File: src/sv/assert_macros.svh
// Assertion macros for the RTL modules; ibc_ctrl is the one that uses them.
// The macros expect signals named clk and rst in the scope where they are used.
`ifndef ASSERT_MACROS_SVH
`define ASSERT_MACROS_SVH

// Same-cycle implication, disabled while reset is high.
`define ASSERT_IMP(label, ante, cons) \
  label: assert property (@(posedge clk) disable iff (rst) (ante) |-> (cons)) \
    else $error("assertion failed: same-cycle implication");

// Next-cycle implication, disabled while reset is high.
`define ASSERT_NXT(label, ante, cons) \
  label: assert property (@(posedge clk) disable iff (rst) (ante) |=> (cons)) \
    else $error("assertion failed: next-cycle implication");

`endif

File: src/sv/ibc_pkg.sv
// Package for the IMU bias calibrate-and-correct block: widths, codes, types.
// No dependencies; every other file of the block but assert_macros.svh imports it.
package ibc_pkg;

  localparam int ACCUM_WIDTH = 28;
  localparam int COUNT_WIDTH = 10;
  localparam int DATA_W      = 16;
  localparam int NUM_AXES    = 6;
  localparam int CALIB_W     = 10;
  localparam int GRAV_W      = 15;
  localparam int CFG_IDX_W   = 2;
  localparam int CFG_DATA_W  = 16;
  localparam int DIV_CNT_W   = $clog2(ACCUM_WIDTH);

  localparam logic [CFG_IDX_W-1:0] REG_CALIB_SAMPLES  = 2'd0;
  localparam logic [CFG_IDX_W-1:0] REG_GRAVITY_COUNTS = 2'd1;

  localparam logic [CALIB_W-1:0] CALIB_SAMPLES_RESET  = 10'd200;
  localparam logic [GRAV_W-1:0]  GRAVITY_COUNTS_RESET = 15'd16384;

  localparam int SAT_POS = 32767;
  localparam int SAT_NEG_MAG = 32768;

  typedef logic signed [DATA_W-1:0]      word_t;
  typedef logic signed [ACCUM_WIDTH-1:0] acc_t;
  typedef logic [COUNT_WIDTH-1:0]        count_t;

  typedef enum logic [1:0] {
    ST_IDLE,
    ST_LOAD,
    ST_DIV,
    ST_COMMIT
  } state_t;

  // Axis order: accel x, y, z, then gyro x, y, z.
  typedef struct packed {
    logic [NUM_AXES-1:0][DATA_W-1:0] axis;
    logic                            accel_ok;
    logic                            gyro_ok;
  } sample_t;

  typedef struct packed {
    logic [NUM_AXES-1:0][DATA_W-1:0] axis;
    logic                            calibrating;
  } result_t;

  typedef struct packed {
    logic load_out;
    logic calib_flag;
    logic clear_run;
    logic accumulate;
    logic div_load;
    logic div_step;
    logic commit;
  } ctrl_cmd_t;

  typedef struct packed {
    logic div_last;
  } dp_status_t;

  function automatic word_t sat16(input logic signed [DATA_W:0] v);
    word_t r;
    if (v > (DATA_W+1)'(SAT_POS)) begin
      r = word_t'(SAT_POS);
    end else if (v < -(DATA_W+1)'(SAT_NEG_MAG)) begin
      r = word_t'(-SAT_NEG_MAG);
    end else begin
      r = v[DATA_W-1:0];
    end
    return r;
  endfunction

endpackage

File: src/sv/ibc_div_lane.sv
// One restoring-division lane: magnitude of a signed sum over a good-sample
// count, one quotient bit per step, giving the saturated negated mean. Uses ibc_pkg.
module ibc_div_lane import ibc_pkg::*; (
  input  logic   clk,
  input  logic   load,
  input  logic   step,
  input  acc_t   dividend,
  input  count_t divisor,
  output word_t  offset
);

  logic                   neg;
  logic [ACCUM_WIDTH-1:0] quo;
  count_t                 rem;
  logic [COUNT_WIDTH:0]   trial;
  logic                   fits;
  logic [DATA_W-1:0]      mag16;

  assign trial = {rem, quo[ACCUM_WIDTH-1]};
  assign fits  = trial >= {1'b0, divisor};
  assign mag16 = quo[DATA_W-1:0];

  always_ff @(posedge clk) begin
    if (load) begin
      neg <= dividend[ACCUM_WIDTH-1];
      quo <= dividend[ACCUM_WIDTH-1] ? ACCUM_WIDTH'(-dividend) : ACCUM_WIDTH'(dividend);
      rem <= '0;
    end else if (step) begin
      rem <= fits ? COUNT_WIDTH'(trial - {1'b0, divisor}) : trial[COUNT_WIDTH-1:0];
      quo <= {quo[ACCUM_WIDTH-2:0], fits};
    end
  end

  // The mean truncates toward zero, so its negation is +mag for a negative sum
  // and -mag for a positive one.
  always_comb begin
    if (neg) begin
      offset = (quo > ACCUM_WIDTH'(SAT_POS)) ? word_t'(SAT_POS) : word_t'(mag16);
    end else begin
      offset = (quo > ACCUM_WIDTH'(SAT_NEG_MAG)) ? word_t'(-SAT_NEG_MAG)
                                                 : word_t'(DATA_W'(0) - mag16);
    end
  end

endmodule

File: src/sv/ibc_datapath.sv
// Datapath: offset correction and saturation, run sums and counts, six
// division lanes, offset registers and the result register. Uses ibc_pkg, ibc_div_lane.
module ibc_datapath import ibc_pkg::*; (
  input  logic              clk,
  input  logic              rst,
  input  ctrl_cmd_t         ctl,
  output dp_status_t        status,
  input  sample_t           sample_in,
  input  logic [GRAV_W-1:0] gravity_counts,
  output result_t           result
);

  word_t              raw    [NUM_AXES];
  word_t              corr   [NUM_AXES];
  word_t              offset [NUM_AXES];
  word_t              div_res[NUM_AXES];
  acc_t               sum    [NUM_AXES];
  acc_t               addend [NUM_AXES];
  count_t             accel_cnt;
  count_t             gyro_cnt;
  logic [DIV_CNT_W-1:0] step_cnt;

  always_comb begin
    for (int i = 0; i < NUM_AXES; i++) begin
      raw[i]    = sample_in.axis[i];
      corr[i]   = sat16((DATA_W+1)'(raw[i]) + (DATA_W+1)'(offset[i]));
      addend[i] = ACCUM_WIDTH'(corr[i]);
    end
    // Accel Z loses one g while it is summed.
    addend[2] = ACCUM_WIDTH'(corr[2]) - acc_t'(ACCUM_WIDTH'(gravity_counts));
  end

  always_ff @(posedge clk) begin
    if (rst) begin
      for (int i = 0; i < NUM_AXES; i++) begin
        offset[i] <= '0;
        sum[i]    <= '0;
      end
      accel_cnt <= '0;
      gyro_cnt  <= '0;
    end else if (ctl.clear_run) begin
      for (int i = 0; i < NUM_AXES; i++) begin
        offset[i] <= '0;
        sum[i]    <= '0;
      end
      accel_cnt <= '0;
      gyro_cnt  <= '0;
    end else if (ctl.accumulate) begin
      for (int i = 0; i < NUM_AXES; i++) begin
        if ((i < 3) ? sample_in.accel_ok : sample_in.gyro_ok) begin
          sum[i] <= sum[i] + addend[i];
        end
      end
      if (sample_in.accel_ok) begin
        accel_cnt <= accel_cnt + 1'b1;
      end
      if (sample_in.gyro_ok) begin
        gyro_cnt <= gyro_cnt + 1'b1;
      end
    end else if (ctl.commit) begin
      // A sensor without a good sample keeps its cleared offsets.
      for (int i = 0; i < NUM_AXES; i++) begin
        if ((i < 3) ? (accel_cnt != '0) : (gyro_cnt != '0)) begin
          offset[i] <= div_res[i];
        end
      end
    end
  end

  for (genvar g = 0; g < NUM_AXES; g++) begin : g_lane
    ibc_div_lane u_lane (
      .clk      (clk),
      .load     (ctl.div_load),
      .step     (ctl.div_step),
      .dividend (sum[g]),
      .divisor  ((g < 3) ? accel_cnt : gyro_cnt),
      .offset   (div_res[g])
    );
  end

  always_ff @(posedge clk) begin
    if (ctl.div_load) begin
      step_cnt <= '0;
    end else if (ctl.div_step) begin
      step_cnt <= step_cnt + 1'b1;
    end
  end

  assign status.div_last = (step_cnt == DIV_CNT_W'(ACCUM_WIDTH - 1));

  always_ff @(posedge clk) begin
    if (ctl.load_out) begin
      for (int i = 0; i < NUM_AXES; i++) begin
        result.axis[i] <= corr[i];
      end
      result.calibrating <= ctl.calib_flag;
    end
  end

endmodule

File: config.mk
export PLATFORM = sky130hd
export DESIGN_NAME = ibc_datapath
export DESIGN_NICKNAME = d
export VERILOG_FILES = /design/src/sv/assert_macros.svh /design/src/sv/ibc_pkg.sv /design/src/sv/ibc_div_lane.sv /design/src/sv/ibc_datapath.sv
export SDC_FILE = /design/constraint.sdc
export NUM_CORES = 2
export LEC_CHECK = 0
export BUFFER_PORTS_ARGS = -buffer_cell sky130_fd_sc_hd__buf_2
export CORE_ASPECT_RATIO = 0.8
export CORE_MARGIN = 8
export CORE_UTILIZATION = 67
export DETAILED_ROUTE_END_ITERATION = 6
export PLACE_DENSITY = 0.92
export SLEW_MARGIN = 20
export SYNTH_ARGS = -nofsm -noshare
export SYNTH_HDL_FRONTEND = slang
export SYNTH_SLANG_ARGS = --single-unit
File: constraint.sdc
create_clock -name clk -period 12.3 [get_ports clk]
set_input_delay 2.46 -clock clk [delete_from_list [all_inputs] [get_ports clk]]
set_output_delay 2.46 -clock clk [all_outputs]
set_load 0.01 [all_outputs]
==> results.sh <==
export IMPL_post_cts_resized_instances=0
export IMPL_grt_ovfl_total=0
export IMPL_yosysSeqAreaShare_pct=40.3
export IMPL_post_dp_hpwl_mm=81.6
export IMPL_final_hold_worst_slack_ns=0.471
export IMPL_core_area_mm2=0.0654
export IMPL_floorplan_die_area_mm2=0.0743
export IMPL_stdcell_count=5759
export IMPL_placementRows=84
export IMPL_fin_crit_ns=8.27
export IMPL_n_fill_cell=4432
export IMPL_area_share_of_the_largest_cell_type_after_synthesis_pct=36.4
export IMPL_placed_cells=5640
export IMPL_detailedPlace_worstSlack_ns=3.56
export IMPL_slew_viol_final=0
export IMPL_antenna_violating_nets_post_route=0
export IMPL_asyncSetResetFlopFracSynth_pct=0
export IMPL_clkTransAtPathRegs_ns=0.06
export IMPL_max_cap_viol_count=0
export IMPL_report_final_hold_viol_count=0
export IMPL_count_of_flip_flops_with_a_built_in_enable_after_synthesis=535
export IMPL_met1Wirelength_mm=48.1
export IMPL_clkSinkCount=620
export IMPL_nNetsFinal=5351
export IMPL_static_leakage_power_nw=19.9
export IMPL_detail_route_drc_violations=1
export IMPL_post_synth_inst_count=4691
export IMPL_library_cells_used_by_synthesis=71
export IMPL_worst_setup_sp_type="primary input"
export IMPL_synth_commonest_cells="sky130_fd_sc_hd__nor2_1 (592), sky130_fd_sc_hd__edfxtp_1 (535), sky130_fd_sc_hd__a21oi_1 (513)"
export IMPL_total_power_per_unit_cell_area_mw_per_mm2=152
export IMPL_setup_ws_ns=4.03
export IMPL_routed_wl_met3_mm=10.2
export IMPL_detail_route_wirelength_mm=114
export IMPL_highest_signal_layer="met5"
export IMPL_timing_final_setup_violations=0
export IMPL_io_pin_count=220
export IMPL_dieWidth_um=303
export IMPL_post_cts_repair_setup_buffers=0
export IMPL_layout_utilization_pct=73.5
export IMPL_ys_ff_latch=620
export IMPL_grt_start_max_net_pins=100
export IMPL_worst_min_path_class="flip-flop to flip-flop"
export IMPL_routed_via_count=37500
export IMPL_drive_above_1_share_pct=8.57
export IMPL_synth_most_common_cell="sky130_fd_sc_hd__nor2_1"
export IMPL_report_power_total_mw=7.29
export IMPL_cts_tree="done"
export IMPL_final_seq_area_mm2=0.0178
export IMPL_cts_made_buffers=67
export IMPL_die_h_um=245
export IMPL_max_slew_margin_pct=24.5
export IMPL_r2r_cells=22
export IMPL_first_global_vias=35200
export IMPL_worst_skew_pair_late_latency_ns=0.60
export IMPL_drt_vias_per_instance=6.50
export IMPL_finalInstanceArea_mm2=0.0481
export IMPL_track_usage_pct=29.6
export IMPL_failed_checks="design-rule violations"
export IMPL_syn_num_nets=5193
export IMPL_num_antenna_cells=0
export IMPL_antenna_found_initial=3
export IMPL_ys_warnings_count=0
export IMPL_cts_hold_buf=0
export IMPL_main_flop_type_after_synthesis="sky130_fd_sc_hd__edfxtp_1"
export IMPL_yosys_top_cells_area="sky130_fd_sc_hd__edfxtp_1 (36%), sky130_fd_sc_hd__ha_1 (9.9%), sky130_fd_sc_hd__a21oi_1 (5.8%)"
export IMPL_placement_io_buffers=219
export IMPL_place_congestion=0.943
export IMPL_worstPathMaxFanout=13
export IMPL_timing_critical_path_required_ns=12.61
export IMPL_reg2reg_to="sum[0][26]"
export IMPL_critPathArrivalTime_ns=8.57
export IMPL_mappedNetlistArea_mm2=0.0441
export IMPL_tightest_slew_ns=1.13
export IMPL_placed_instance_area_mm2=0.0459
export IMPL_peakVddDrop_v=0.000126
export IMPL_maxClockFrequency_mhz=121
export IMPL_category_of_the_critical_setup_timing_path="primary input to flip-flop"
export IMPL_detail_route_wl_per_cell_um=19.9
export IMPL_timing_final_crit_share_pct=67.2
export IMPL_worstSetupEndpoint="sum[0][26]"
export IMPL_initial_core_utilization_pct=67.5
export IMPL_setup_tns_final_ns=0
export IMPL_status="finished with violations"
export IMPL_worstReg2RegStart="offset[0][0]"
export IMPL_synth_largest_area_cell="sky130_fd_sc_hd__edfxtp_1"
export IMPL_cell_at_the_root_of_the_clock_tree="sky130_fd_sc_hd__clkbuf_16"
export IMPL_r2r_setup_slack_ns=5.63
export IMPL_synthesis_area_per_instance_um2=9.40
export IMPL_cp_end_kind="flip-flop"
export IMPL_drt_pass1_iterations=7
export IMPL_flow_area_growth_from_synthesis_pct=8.98
export IMPL_htree_levels=3
export IMPL_multiInputGateArea_mm2=0.0250
export IMPL_met2_length_mm=52.8
export IMPL_clock_skew_final_ns=0.0226
export IMPL_max_clock_path_buffers=3
export IMPL_grt_pass1_wl_mm=183
export IMPL_worstSetupStartpoint="sample_in[2]"
export IMPL_grt_setup_unrepaired="no"
export IMPL_initialDrtViolationCount=4554
[kinds of logic after synthesis]
group           synth area share (%)
simple gates                    15.4
compound gates                  19.6
flops                           40.3
xor+xnor                        8.16
fa+ha+maj                       11.6
buf+inv                         3.14
mux                             1.93
[where the power goes]
| part | internal, mW | total, mW | switching [mW] |
|---|---|---|---|
| clock network | 1.16 | 2.02 | 0.857 |
| registers | 2.58 | 2.81 | 0.235 |
| logic | 1.01 | 2.46 | 1.45 |
[placed cells by master (no fill, tap or decap), types with 14 or more instances in the layout]
cell type / netlist / layout
sky130_fd_sc_hd__nor2_1: 592 / 591
sky130_fd_sc_hd__edfxtp_1: 535 / 535
sky130_fd_sc_hd__a21oi_1: 513 / 513
sky130_fd_sc_hd__ha_1: 348 / 348
sky130_fd_sc_hd__o21ai_0: 257 / 257
sky130_fd_sc_hd__nand2_1: 259 / 254
sky130_fd_sc_hd__xor2_1: 228 / 228
sky130_fd_sc_hd__buf_2: 0 / 216
sky130_fd_sc_hd__inv_1: 213 / 212
sky130_fd_sc_hd__xnor2_1: 183 / 183
sky130_fd_sc_hd__a21o_1: 144 / 144
sky130_fd_sc_hd__a211oi_1: 102 / 101
sky130_fd_sc_hd__o31ai_1: 96 / 96
sky130_fd_sc_hd__nor3_1: 93 / 93
sky130_fd_sc_hd__dfxtp_1: 85 / 85
sky130_fd_sc_hd__nand3_1: 73 / 73
sky130_fd_sc_hd__clkbuf_16: 0 / 71
sky130_fd_sc_hd__nand2b_1: 62 / 62
sky130_fd_sc_hd__nor2b_1: 61 / 60
sky130_fd_sc_hd__o21a_1: 53 / 53
sky130_fd_sc_hd__mux2i_1: 50 / 50
sky130_fd_sc_hd__or3_1: 49 / 49
sky130_fd_sc_hd__nand4_1: 43 / 43
sky130_fd_sc_hd__nor3b_1: 42 / 42
sky130_fd_sc_hd__nor4_1: 38 / 38
sky130_fd_sc_hd__a31oi_1: 35 / 35
sky130_fd_sc_hd__fa_1: 32 / 32
sky130_fd_sc_hd__mux2_2: 31 / 31
sky130_fd_sc_hd__and3_1: 29 / 29
sky130_fd_sc_hd__buf_4: 0 / 28
sky130_fd_sc_hd__or2_2: 25 / 25
sky130_fd_sc_hd__or4_1: 22 / 22
sky130_fd_sc_hd__o21bai_1: 20 / 20
sky130_fd_sc_hd__o41ai_1: 17 / 17
sky130_fd_sc_hd__and2_1: 16 / 16
sky130_fd_sc_hd__o211ai_1: 15 / 15
sky130_fd_sc_hd__o31a_1: 14 / 14
sky130_fd_sc_hd__a21boi_0: 14 / 14
sky130_fd_sc_hd__clkbuf_1: 146 / 14
[critical path, cell delays in order]
cell and delay, ns:
sky130_fd_sc_hd__buf_2 0.08, sky130_fd_sc_hd__ha_1 0.20, sky130_fd_sc_hd__fa_1 0.26, sky130_fd_sc_hd__a211oi_1 0.09
sky130_fd_sc_hd__nor2_1 0.31, sky130_fd_sc_hd__o221ai_1 0.25, sky130_fd_sc_hd__o31ai_1 0.51, sky130_fd_sc_hd__nand3_1 0.17
sky130_fd_sc_hd__a221oi_1 0.74, sky130_fd_sc_hd__nor2_1 0.40, sky130_fd_sc_hd__o21ai_0 0.36, sky130_fd_sc_hd__ha_1 0.23
sky130_fd_sc_hd__inv_1 0.05, sky130_fd_sc_hd__fa_1 0.39, sky130_fd_sc_hd__nor2b_1 0.23, sky130_fd_sc_hd__o31a_1 0.19
sky130_fd_sc_hd__o31a_1 0.20, sky130_fd_sc_hd__o2111ai_1 0.22, sky130_fd_sc_hd__a311oi_1 0.54, sky130_fd_sc_hd__nor3_1 0.10
sky130_fd_sc_hd__o21bai_1 0.26, sky130_fd_sc_hd__mux2i_1 0.21, sky130_fd_sc_hd__o311ai_0 0.12
[per-layer routing]
layer / up-vias / GRT usage [%]
met5: - / 0
met4: 4 / 8.64
met3: 269 / 4.52
met2: 1815 / 47.6
met1: 17700 / 41.5
li1: 17700 / -
[registers in the layout, indices dropped and copies added (netlist names)]
register,cells
sum,168
offset,96
g_lane.u_lane.rem,60
g_lane.u_lane.quo,168
step_cnt,5
g_lane.u_lane.neg,6
gyro_cnt,10
accel_cnt,10
result,97
[area by class of cell]
| cell class | instances | area share [%] |
|---|---|---|
| Inverter | 213 | 1.67 |
| Clock inverter | 29 | 0.500 |
| Clock buffer | 90 | 3.92 |
| Tap cell | 860 | 2.24 |
| Sequential cell | 620 | 37.0 |
| Timing Repair Buffer | 245 | 2.72 |
| Multi-Input combinational cell | 3702 | 52.0 |
[worst min-delay path by stage]
stage | from | depth (start not counted) | to
2_1_floorplan | sum[0][27] | 0 | g_lane[0].u_lane.neg
3_3_place_gp | g_lane[1].u_lane.rem[9] | 1 | g_lane[1].u_lane.rem[9]
3_5_place_dp | g_lane[2].u_lane.rem[9] | 1 | g_lane[2].u_lane.rem[9]
4_1_cts | g_lane[2].u_lane.rem[9] | 1 | g_lane[2].u_lane.rem[9]
5_1_grt | g_lane[5].u_lane.rem[9] | 1 | g_lane[5].u_lane.rem[9]
6_report | g_lane[2].u_lane.rem[9] | 1 | g_lane[2].u_lane.rem[9]
Note: power is estimated with default switching activity, not from simulation.
