===== src/sv/assert_macros.svh =====
// Assertion macros for the RTL modules; ibc_ctrl is the one that uses them.
// The macros expect signals named clk and rst in the scope where they are used.
`ifndef ASSERT_MACROS_SVH
`define ASSERT_MACROS_SVH

// Same-cycle implication, disabled while reset is high.
`define ASSERT_IMP(label, ante, cons) \
  label: assert property (@(posedge clk) disable iff (rst) (ante) |-> (cons)) \
    else $error("assertion failed: same-cycle implication");

// Next-cycle implication, disabled while reset is high.
`define ASSERT_NXT(label, ante, cons) \
  label: assert property (@(posedge clk) disable iff (rst) (ante) |=> (cons)) \
    else $error("assertion failed: next-cycle implication");

`endif


===== src/sv/ibc_pkg.sv =====
// Package for the IMU bias calibrate-and-correct block: widths, codes, types.
// No dependencies; every other file of the block but assert_macros.svh imports it.
package ibc_pkg;

  localparam int ACCUM_WIDTH = 28;
  localparam int COUNT_WIDTH = 10;
  localparam int DATA_W      = 16;
  localparam int NUM_AXES    = 6;
  localparam int CALIB_W     = 10;
  localparam int GRAV_W      = 15;
  localparam int CFG_IDX_W   = 2;
  localparam int CFG_DATA_W  = 16;
  localparam int DIV_CNT_W   = $clog2(ACCUM_WIDTH);

  localparam logic [CFG_IDX_W-1:0] REG_CALIB_SAMPLES  = 2'd0;
  localparam logic [CFG_IDX_W-1:0] REG_GRAVITY_COUNTS = 2'd1;

  localparam logic [CALIB_W-1:0] CALIB_SAMPLES_RESET  = 10'd200;
  localparam logic [GRAV_W-1:0]  GRAVITY_COUNTS_RESET = 15'd16384;

  localparam int SAT_POS = 32767;
  localparam int SAT_NEG_MAG = 32768;

  typedef logic signed [DATA_W-1:0]      word_t;
  typedef logic signed [ACCUM_WIDTH-1:0] acc_t;
  typedef logic [COUNT_WIDTH-1:0]        count_t;

  typedef enum logic [1:0] {
    ST_IDLE,
    ST_LOAD,
    ST_DIV,
    ST_COMMIT
  } state_t;

  // Axis order: accel x, y, z, then gyro x, y, z.
  typedef struct packed {
    logic [NUM_AXES-1:0][DATA_W-1:0] axis;
    logic                            accel_ok;
    logic                            gyro_ok;
  } sample_t;

  typedef struct packed {
    logic [NUM_AXES-1:0][DATA_W-1:0] axis;
    logic                            calibrating;
  } result_t;

  typedef struct packed {
    logic load_out;
    logic calib_flag;
    logic clear_run;
    logic accumulate;
    logic div_load;
    logic div_step;
    logic commit;
  } ctrl_cmd_t;

  typedef struct packed {
    logic div_last;
  } dp_status_t;

  function automatic word_t sat16(input logic signed [DATA_W:0] v);
    word_t r;
    if (v > (DATA_W+1)'(SAT_POS)) begin
      r = word_t'(SAT_POS);
    end else if (v < -(DATA_W+1)'(SAT_NEG_MAG)) begin
      r = word_t'(-SAT_NEG_MAG);
    end else begin
      r = v[DATA_W-1:0];
    end
    return r;
  endfunction

endpackage


===== src/sv/ibc_ctrl.sv =====
// Controller: handshakes, run counter, calibration flag and the sequencing of
// the end-of-run division. Uses ibc_pkg and assert_macros.svh.
`include "assert_macros.svh"

module ibc_ctrl import ibc_pkg::*; (
  input  logic               clk,
  input  logic               rst,
  input  logic               sample_valid,
  output logic               sample_ready,
  input  logic               sample_cmd,
  output logic               result_valid,
  input  logic               result_ready,
  input  logic [CALIB_W-1:0] calib_samples,
  input  dp_status_t         status,
  output ctrl_cmd_t          ctl
);

  state_t state, state_next;
  count_t samples_left, samples_left_next;
  logic   calib_active, calib_active_next;
  logic   result_valid_next;
  logic   accept;

  always_ff @(posedge clk) begin
    if (rst) begin
      state        <= ST_IDLE;
      samples_left <= '0;
      calib_active <= 1'b0;
      result_valid <= 1'b0;
    end else begin
      state        <= state_next;
      samples_left <= samples_left_next;
      calib_active <= calib_active_next;
      result_valid <= result_valid_next;
    end
  end

  always_comb begin
    sample_ready      = (state == ST_IDLE) && (!result_valid || result_ready);
    accept            = sample_valid && sample_ready;
    state_next        = state;
    samples_left_next = samples_left;
    calib_active_next = calib_active;
    result_valid_next = accept ? 1'b1 : (result_ready ? 1'b0 : result_valid);
    ctl               = '0;
    case (state)
      ST_IDLE: begin
        if (accept) begin
          ctl.load_out = 1'b1;
          if (sample_cmd) begin
            ctl.clear_run     = 1'b1;
            samples_left_next = COUNT_WIDTH'(calib_samples);
            calib_active_next = (COUNT_WIDTH'(calib_samples) != '0);
          end else if (calib_active) begin
            ctl.accumulate    = 1'b1;
            samples_left_next = samples_left - 1'b1;
            if (samples_left == count_t'(1)) begin
              calib_active_next = 1'b0;
              state_next        = ST_LOAD;
            end
          end
          ctl.calib_flag = calib_active_next;
        end
      end
      ST_LOAD: begin
        ctl.div_load = 1'b1;
        state_next   = ST_DIV;
      end
      ST_DIV: begin
        ctl.div_step = 1'b1;
        if (status.div_last) begin
          state_next = ST_COMMIT;
        end
      end
      ST_COMMIT: begin
        ctl.commit = 1'b1;
        state_next = ST_IDLE;
      end
      default: begin
        state_next = ST_IDLE;
      end
    endcase
  end

  `ASSERT_IMP(a_active_has_samples, calib_active, samples_left != '0)
  `ASSERT_NXT(a_last_item_divides,
              accept && !sample_cmd && calib_active && samples_left == count_t'(1),
              state == ST_LOAD && !calib_active)
  `ASSERT_IMP(a_commit_after_div, state == ST_COMMIT, $past(state) == ST_DIV)
  `ASSERT_IMP(a_no_accept_in_run_end, state != ST_IDLE, !sample_ready)

endmodule


===== config.mk =====
export PLATFORM = sky130hd
export DESIGN_NAME = ibc_ctrl
export DESIGN_NICKNAME = d
export VERILOG_FILES = /design/src/sv/ibc_pkg.sv /design/src/sv/ibc_ctrl.sv
export VERILOG_INCLUDE_DIRS = /design/src /design/src/sv
export SDC_FILE = /design/constraint.sdc
export NUM_CORES = 1
export LEC_CHECK = 0
export BUFFER_PORTS_ARGS = -buffer_cell sky130_fd_sc_hd__clkbuf_2
export CAP_MARGIN = 20
export CORE_MARGIN = 4
export CORE_UTILIZATION = 51
export CTS_CLUSTER_SIZE = 10
export DETAILED_ROUTE_END_ITERATION = 8
export PLACE_DENSITY = 0.74
export RECOVER_POWER = 50
export SETUP_SLACK_MARGIN = 0.5
export SLEW_MARGIN = 20
export SYNTH_ARGS = -nofsm -noshare
export SYNTH_HDL_FRONTEND = slang
export SYNTH_SLANG_ARGS = --single-unit

===== constraint.sdc =====
create_clock -name clk -period 2.2 [get_ports clk]
set_input_delay 0.11 -clock clk [delete_from_list [all_inputs] [get_ports clk]]
set_output_delay 0.11 -clock clk [all_outputs]
set_load 0.05 [all_outputs]

==> reports/qor.csv, run 1 <==
stage;metric;value;unit
yosys;yosysWarnings;0;
yosys;synth-seq-cells;14;
yosys;synth_top_family_by_area;compound AO/OA/AOI/OAI gates;
die;rows;15;
yosys;synth-xor-area-share;0;
timing;period_minus_slack;1872;ps
yosys;syn_area;970.9;µm²
timing;fin_tns_setup;0;ps
pwr;ir_drop;0.0006661;V
setup_path;cp_data_arrival_time;1760;ps
flow_run;cap_violations;0;
yosys;synthSimpleGateAreaFrac;0.2693;
detailed_routing;antenna_left;0;
yosys;synth_mux_area_frac;0.01160;
finish;nets;177;
detailed_routing;firstDrtPassIters;4;
global_route;grt_use_met2;0.3856;
setup_path;worstSetupPathType;reg2out;
pwr;p_int;0.6032;mW
timing;period_share;0.8510;
yosys;postSynthAreaPerCell;8.159;µm²
setup_path;crit_fanout;4;
timing;hold_viol;0;
clock_network;clk_latency;280;ps
pwr;p_leak;0.5493;nW
timing;worst_slack;327.8;ps
clock_network;holdBufCountCts;0;
timing;maxSlewViolCount;0;
die;core_area;0.001764;mm²
global_route;grtUsageMet3;0.04011;
timing;rsz0062_at_grt;true;
setup_path;required;2090;ps
detailed_routing;vias;1048;
setup_path;crit_chain;inv_1 > ha_1 > nand3_4 > clkinv_4 > nand2_2 > a31o_4 > a21bo_4 > clkbuf_16;
global_route;grt_pass1_vias;1044;
pwr;sw_frac_of_total;0.4614;
global_route;antenna_found_initial;0;
setup_path;cpLargestDelayFamily;compound AO/OA/AOI/OAI gates;
detailed_routing;avgViaCountPerCell;5.921;
die;fp.dieW;51.63;µm
global_route;busiest_layer;met2;
detailed_routing;drt_wl_total;2702;µm
placement;place_ws;277.6;ps
clock_network;cts_max_path_buffers;2;
clock_network;clkTransAtPathRegs;80;ps
timing;skew;6.533;ps
pwr;switchingPower;0.5168;mW
yosys;synth_top_area_cell;dfxtp_1;
setup_path;crit_buf_inv;3;
clock_network;cts_tree;yes;
global_route;grt_first_pass_wirelength;4616;µm
yosys;synth_top_cell_area_share;0.2887;
detailed_routing;wire_per_inst;15.27;µm
yosys;yosys.area_share.adder;0.09021;
die;start_util;0.5504;
yosys;synth.net_count;142;
pwr;powerDensity;878.5;mW/mm²
pwr;pwr-share-seq;0.297;
global_route;grt_overflow;0;
detailed_routing;drtIter0Drc;30;
timing;worst-slew-pin-transition;600.2;ps
setup_path;cpMaxStageDelayCell;dfxtp_2;
placement;routabilityCongestion;0.8804;
pwr;pwr-share-clk;0.132;
pwr;pwr-share-comb;0.571;
timing;setup_viol;0;
yosys;synth.distinct_cells;38;
global_route;grt_max_degree;17;
setup_path;cp.depth;8;
setup_path;start_kind;flip-flop;
placement;dpl.hpwl;1945;µm
yosys;synth-compound-area-share;0.2899;
setup_path;endpoint_kind;output pin;
placement;port_buffers;24;
global_route;grt_usage;0.2306;
clock_network;root_buffer;clkbuf_4;
die;ios;25;
die;die_area;0.002666;mm²
clock_network;numCtsBuffers;3;
finish;drive_gt1_frac;0.3355;
yosys;ys_seq_area_frac;0.2887;
setup_path;rr_worst_depth;7;
setup_path;crit_path_max_incr_delay;330;ps
finish;antenna_cells;0;
finish;areaGrowthSynthToFinish;31.31;%
timing;clock.fmax;0.5341;GHz
global_route;use_met1;0.2794;
die;fp.dieH;51.63;µm
outcome;status;completed;
clock_network;cts_sinks;14;
yosys;synthCells;119;
detailed_routing;drc;0;
min_path;hp-class;in2reg;
timing;timing.slew.headroom;0.6016;
clock_network;cts_max_level;1;
yosys;synthTopCellsByArea;dfxtp_1 (29%), ha_1 (9.0%), a32o_1 (6.2%);
min_path;hold-path-cell-count;3;
[final cells by class]
cell class              instances  area, µm²
clock buffers                   3      22.52
fillers                       177      489.2
inverters                       9      38.79
multi-input cells              92      685.7
flip-flops and latches         14      289.0
well taps                      25      31.28
repair buffers                 34      207.7
[state kept, by name, indices dropped and copies added, names as in the netlist]
name	flops
samples_left	10
state	2
result_valid	1
calib_active	1
[routing by layer]
layer	routed length (µm)	vias up
li1	-	507
met1	1151	472
met2	1261	59
met3	205	10
met4	82	0
met5	0	-
[kinds of logic (layout without fill, tap and decap cells)]
group                    after synthesis  count (layout)
buffers and inverters                 13              46
adder cells (fa/ha/maj)                7               7
flip-flops                            14              14
multiplexers                           1               1
AND/OR/NAND/NOR                       47              47
AO/OA/AOI/OAI                         37              37
[tightest hold or removal path: cells and delay by family]
family	cells	cell delay, ps
buffers and inverters	1	110
AOI/OAI and AO/OA	1	50
and+or+nand+nor	1	60
[synthesized netlist by cell type]
library cell	n
nand3_2	1
clkbuf_1	4
clkinv_1	1
and2_1	1
a21o_1	1
nand2_1	12
nand2b_1	3
nor3_1	4
o41ai_1	1
a21oi_1	10
nand3_1	2
a211oi_2	1
o31ai_1	1
nor4_4	1
a21bo_2	1
nand4_1	1
o211ai_1	1
a32o_1	6
dfxtp_1	14
a31oi_1	2
inv_1	8
o41ai_4	1
a22oi_1	1
a32oi_1	1
a31o_2	1
nor2b_1	1
nand4b_4	1
o311ai_0	1
a22o_1	1
or3_1	2
or3b_2	1
ha_1	7
nand3b_1	1
nor2_1	14
o21ai_1	1
nor4_1	2
mux2_2	1
o21ai_0	6
[power groups by stage]
stage | combinational, mW | sequential [mW] | clock, mW
5_1_grt | 0.695 | 0.336 | 0.161
6_report | 0.640 | 0.332 | 0.148
3_3_place_gp | 0.542 | 0.337 | 0
4_1_cts | 0.637 | 0.333 | 0.154
3_5_place_dp | 0.550 | 0.339 | 0
2_1_floorplan | 0.428 | 0.342 | 0
[layout by cell type (no fill, tap or decap), drive strengths merged, types with 2 or more instances in the layout]
cell type and n:
a32o 6, a21oi 10, nor4 3, nor2 14
inv 8, a31oi 2, o21ai 7, dfxtp 14
clkbuf 27, ha 7, o41ai 2, nor3 4
or3 2, buf 10, nand3 3, nand2b 3
nand2 12
[timing repair]
item / in CTS / in global routing
pin swaps: 10 / 2
gates resized for setup: 12 / 6
endpoints found under the setup margin: 11 / 8
buffers inserted: 6 / 1
[metrics by stage]
step | area, µm² | utilization | power [mW] | hold slack, ps | cells
after floorplan | 1005 | - | 0.7700 | 212.6 | 119
final | 1275 | 0.7227 | 1.120 | 97.87 | 177
after detailed placement | 1164 | 0.6596 | 0.8888 | 395.0 | 167
after CTS | 1272 | 0.7213 | 1.124 | 89.32 | 176
after global placement | 1164 | 0.6596 | 0.8788 | 406.4 | 167
after global routing | 1275 | 0.7227 | 1.192 | 104.9 | 177
[final timing paths]
kind	from	to	slack, ps
min reg2reg	samples_left[1]	samples_left[1]	490
max reg2reg	state[0]	state[0]	480
min	sample_valid	result_valid	100
max	state[0]	ctl[5]	330
(Power assumes the default switching activity.)
==> run 2, diff against run 1 <==
clock period = 1.93 ns   (was 2.2 ns; I/O delays follow)
==> run 2 against run 1 <==
Net effect: global-route usage grew 4.8 points; non-clock buffer count grew 11; power grew 43%; critical path type is now reg2reg; clock skew shrank 2.2 ps.
==> reports/qor.csv, run 2 (synthesized netlist as in run 1, its figures left out) <==
stage;metric;value;unit;change
placement;place_ws;139.1;ps;-138.5 ps
finish;nets;188;;+6.2%
finish;top_register;samples_left;;
global_route;grt_overflow;0;;unchanged
clock_network;root_buffer;clkbuf_4;;
global_route;grt_max_degree;19;;+2
die;fp.dieW;51.63;µm;unchanged
global_route;grt_first_pass_wirelength;5540;µm;+20%
clock_network;clkTransAtPathRegs;100;ps;+20 ps
timing;timing.slew.headroom;0.5884;;-0.01315
finish;fillCellCount;97;;-45%
detailed_routing;vias;1243;;+19%
die;fp.dieH;51.63;µm;unchanged
flow_run;cap_violations;0;;unchanged
global_route;antenna_found_initial;0;;unchanged
global_route;grt_usage;0.2789;;+0.04833
pwr;powerDensity;1048;mW/mm²;+19%
timing;fin_tns_setup;0;ps;unchanged
outcome;status;completed;;
die;start_util;0.5504;;unchanged
timing;setup_viol;0;;unchanged
finish;antenna_cells;0;;unchanged
clock_network;cts_sinks;14;;unchanged
timing;maxSlewViolCount;0;;unchanged
timing;period_minus_slack;1780;ps;
finish;drive_gt1_frac;0.4939;;+0.1584
pwr;p_leak;0.6485;nW;+18%
timing;clock.fmax;0.5618;GHz;
timing;worst_slack;150.1;ps;-177.7 ps
global_route;grt_pass1_vias;1132;;+8.4%
die;rows;15;;unchanged
detailed_routing;avgViaCountPerCell;6.577;;+11%
finish;layout_common_cells;buf_4 (18), clkbuf_2 (17), nor2_1 (12);;
setup_path;crit_fanout;7;;+3
timing;skew;4.287;ps;-2.246 ps
placement;routabilityCongestion;0.8840;;+0.41%
setup_path;required;2140;ps;+50 ps
timing;hold_viol;0;;unchanged
clock_network;cts_max_path_buffers;2;;unchanged
die;die_area;0.002666;mm²;unchanged
detailed_routing;drc;0;;unchanged
setup_path;worstSetupPathType;reg2reg;;
detailed_routing;drt_wl_total;4133;µm;+53%
finish;largest_reg_flops;10;;unchanged
timing;rsz0062_at_grt;true;;
clock_network;numCtsBuffers;3;;unchanged
finish;areaGrowthSynthToFinish;57.73;%;
detailed_routing;wire_per_inst;21.87;µm;+43%
clock_network;cts_max_level;1;;unchanged
setup_path;ff2ff_setup_slack;150;ps;-330 ps
placement;dpl.hpwl;2038;µm;+4.8%
detailed_routing;firstDrtPassIters;5;;+1
placement;port_buffers;24;;unchanged
detailed_routing;antenna_left;0;;unchanged
clock_network;clk_latency;290;ps;about the same
die;ios;25;;unchanged
clock_network;cts_tree;yes;;
finish;top_regs;samples_left: 10 flops, state: 2 flops;;
setup_path;start_kind;flip-flop;;
min_path;hp-class;in2reg;;
setup_path;endpoint_kind;flip-flop;;
pwr;ir_drop;0.0008210;V;+23%
timing;period_share;0.9222;;
die;core_area;0.001764;mm²;unchanged
setup_path;cp_data_arrival_time;1990;ps;+230 ps
finish;final_common_cell;buf_4;;
pwr;power;1.605;mW;+43%
timing;worst-slew-pin-transition;613.3;ps;+13.04 ps
timing;whs;85.72;ps;-12.14 ps
detailed_routing;drtIter0Drc;73;;+140%
-- run 2: changes by cell type in the layout (fill, tap and decap cells not counted), sizes merged --
cell    change
clkbuf      +1
buf        +11
-- run 2: area by class of cell --
type	count	area, µm²	area share
flip-flops and latches	14	297.8	0.1944
repair buffers	45	335.3	0.2190
well taps	25	31.28	0.02042
multi-input cells	92	792.0	0.5172
inverters	9	48.80	0.03186
clock buffers	4	26.28	0.01716
-- run 2: path summary, 6_finish.rpt --
path,start,endpoint,cells past startpoint
max,state[0],samples_left[0],9
min reg2reg,samples_left[1],samples_left[1],2
max reg2reg,state[0],samples_left[0],9
min,sample_valid,result_valid,3
-- run 2: worst max-delay path, stage by stage (launching register included) --
cell,delay [ps]
dfxtp_1,330
inv_2,80
ha_4,150
nand3_4,100
clkinv_8,80
buf_4,110
buf_12,100
o21ai_1,210
or3_1,370
a31oi_1,160
-- run 2: timing repair --
| action | CTS | global route |
|---|---|---|
| endpoints found under the setup margin | 15 | 18 |
| gates resized for setup | 27 | 22 |
| hold buffers | 0 | 0 |
| setup buffers | 13 | 7 |
| pin swaps | 12 | 14 |
-- run 2: routing by layer --
layer  global-route usage  vias up  part of all wire
met1               0.3204      598              0.38
met3              0.04298       15             0.084
met4              0.08734        0             0.032
li1                     -      533                 -
met2               0.5212       97              0.51
met5                    0        -                 0
-- run 2: stage by stage --
stage          cell area, µm²  instances  utilization
3_3_place_gp             1192        165       0.6759
3_5_place_dp             1192        165       0.6759
5_1_grt                  1531        189       0.8681
6_report                 1531        189       0.8681
4_1_cts                  1445        182       0.8191
2_1_floorplan            1049        119            -
-- run 2: power by group --
group / internal [mW] / total [mW] / switching [mW]
combinational: 0.441 / 1.02 / 0.581
clock: 0.0805 / 0.193 / 0.113
sequential: 0.336 / 0.389 / 0.0527
==> run 3, diff against run 2 <==
CORE_MARGIN = 1.5   (was 4)
PLACE_DENSITY = 0.87   (was 0.74)
==> run 3 against run 2 <==
Net effect: global-route usage grew 8.6 points; cell count grew 1.6%; hold slack lost 2.6 ps; power grew 3.4%; clock skew shrank 2.3 ps; routed wire length grew 6.2%; largest cell class unchanged; die area shrank 18%; highest routed layer unchanged; via count grew 1.9%; critical path type unchanged.
==> reports/qor.csv, run 3 (synthesized netlist as in run 1, its figures left out) <==
stage;metric;value;unit;change
outcome;status;completed;;
timing;whs;83.07;ps;-2.648 ps
clock_network;cts_max_level;1;;unchanged
global_route;grt_pass1_vias;1122;;-0.88%
detailed_routing;avgViaCountPerCell;6.599;;+0.34%
setup_path;r2r_start;state[0];;
min_path;hp-class;in2reg;;
clock_network;holdBufCountCts;0;;unchanged
timing;timing.slew.headroom;0.6002;;+0.01180
setup_path;start_kind;flip-flop;;
setup_path;required;2100;ps;-40 ps
finish;areaGrowthSynthToFinish;61.21;%;
pwr;p_leak;0.6575;nW;+1.4%
clock_network;numCtsBuffers;3;;unchanged
die;core_area;0.001764;mm²;unchanged
finish;antenna_cells;0;;unchanged
detailed_routing;antenna_left;0;;unchanged
detailed_routing;vias;1267;;+1.9%
clock_network;clk_latency;300;ps;about the same
timing;period_share;0.9771;;+0.05492
finish;layout_common_cells;clkbuf_2 (16), buf_4 (15), nor2_1 (11);;
flow_run;cap_violations;0;;unchanged
clock_network;cts_tree;yes;;
clock_network;clkTransAtPathRegs;90;ps;about the same
timing;rsz0062_at_grt;true;;
setup_path;rr_worst_depth;8;;-1
global_route;grt_max_degree;16;;-3
setup_path;endpoint_kind;flip-flop;;
min_path;hold_end;result_valid;;
finish;largest_reg_flops;10;;unchanged
finish;top_regs;samples_left: 10 flops, state: 2 flops;;
pwr;ir_drop;0.0007602;V;-7.4%
global_route;grt_first_pass_wirelength;5423;µm;-2.1%
die;die_area;0.002174;mm²;-18%
min_path;hold-path-cell-count;3;;unchanged
die;rows;15;;unchanged
timing;setup_viol;0;;unchanged
detailed_routing;drtIter0Drc;76;;+4.1%
setup_path;reg2reg_to;samples_left[6];;
die;fp.dieW;46.63;µm;-9.7%
clock_network;root_buffer;clkbuf_4;;
detailed_routing;drt_wl_total;4388;µm;+6.2%
die;fp.dieH;46.63;µm;-9.7%
finish;drive_gt1_frac;0.4850;;-0.008872
detailed_routing;wire_per_inst;22.85;µm;+4.5%
placement;dpl.hpwl;1935;µm;-5.1%
global_route;antenna_found_initial;0;;unchanged
timing;worst-slew-pin-transition;602.3;ps;-11.01 ps
global_route;grt_overflow;0;;unchanged
global_route;grt_usage;0.3644;;+0.08552
finish;top_register;samples_left;;
die;ios;25;;unchanged
detailed_routing;drc;0;;unchanged
pwr;powerDensity;1060;mW/mm²;+1.1%
timing;period_minus_slack;1886;ps;+106.0 ps
timing;hold_viol;0;;unchanged
timing;fin_tns_setup;0;ps;unchanged
setup_path;crit_fanout;8;;+1
setup_path;ff2ff_setup_slack;40;ps;-110 ps
clock_network;cts_sinks;14;;unchanged
timing;clock.fmax;0.5303;GHz;-5.6%
placement;port_buffers;24;;unchanged
min_path;worstHoldStart;sample_valid;;
setup_path;worstSetupPathType;reg2reg;;
placement;routabilityCongestion;0.9392;;+6.2%
detailed_routing;firstDrtPassIters;4;;-1
setup_path;cp_data_arrival_time;2050;ps;+60 ps
finish;nets;191;;+1.6%
die;start_util;0.5504;;unchanged
finish;final_common_cell;clkbuf_2;;
timing;skew;1.953;ps;-2.334 ps
timing;maxSlewViolCount;0;;unchanged
clock_network;cts_max_path_buffers;2;;unchanged
==> run 3: cell count changes in the layout (fill, tap and decap cells not counted), moves of 2 or more <==
cell,before,now
dfxtp_2,2,4
buf_4,18,15
buf_8,0,3
o21ai_0,5,3
a21oi_1,6,8
buf_6,2,8
o21ai_2,0,2
==> run 3: through the flow <==
step / instances / total power [mW] / cell area (µm²) / utilization / setup slack [ps]
3_5_place_dp: 165 / 1.044 / 1192 / 0.6759 / 163.2
5_1_grt: 192 / 1.712 / 1565 / 0.8872 / 25.41
3_3_place_gp: 165 / 1.028 / 1192 / 0.6759 / 218.1
6_report: 192 / 1.659 / 1565 / 0.8872 / 44.12
4_1_cts: 184 / 1.441 / 1444 / 0.8184 / 216.1
2_1_floorplan: 119 / 0.9188 / 1049 / - / 321.7
==> run 3: report_power, final <==
| part | switching, mW | internal, mW | total [mW] |
|---|---|---|---|
| Clock | 0.112 | 0.115 | 0.228 |
| Combinational | 0.587 | 0.450 | 1.04 |
| Sequential | 0.0578 | 0.337 | 0.395 |
==> run 3: repair_timing <==
action | CTS | global route
buffers inserted | 15 | 8
pin swaps | 9 | 16
setup endpoints to repair | 14 | 19
resized for setup | 23 | 32
==> run 3: layout make-up <==
class,instances,area [µm²]
Tap cell,25,31.28
Multi-Input combinational cell,92,762.0
Inverter,9,46.29
Fill cell,89,198.9
Clock buffer,4,36.28
Timing Repair Buffer,48,392.9
Sequential cell,14,296.5
==> run 3: critical path, cell delays in order, from the launching register on <==
cell,delay [ps]
dfxtp_1,340
inv_1,130
ha_4,170
nand3_4,100
clkinv_8,70
clkbuf_2,230
nand4_1,180
o311ai_1,380
o31ai_1,150
==> run 3: worst max path at each step <==
stage                    start              end  slack (ps)
2_1_floorplan         state[0]           ctl[5]         320
3_3_place_gp          state[0]           ctl[5]         220
3_5_place_dp          state[1]           ctl[5]         160
4_1_cts        samples_left[3]           ctl[5]         220
5_1_grt               state[0]  samples_left[6]          30
6_report              state[0]  samples_left[6]          40
==> run 3: layer usage <==
layer / track usage / up-vias / wire length (µm)
met2: 0.5806 / 120 / 2110
met1: 0.4222 / 579 / 1565
met4: 0.2111 / 0 / 290
li1: - / 536 / -
met3: 0.1216 / 32 / 421
met5: 0 / - / 0
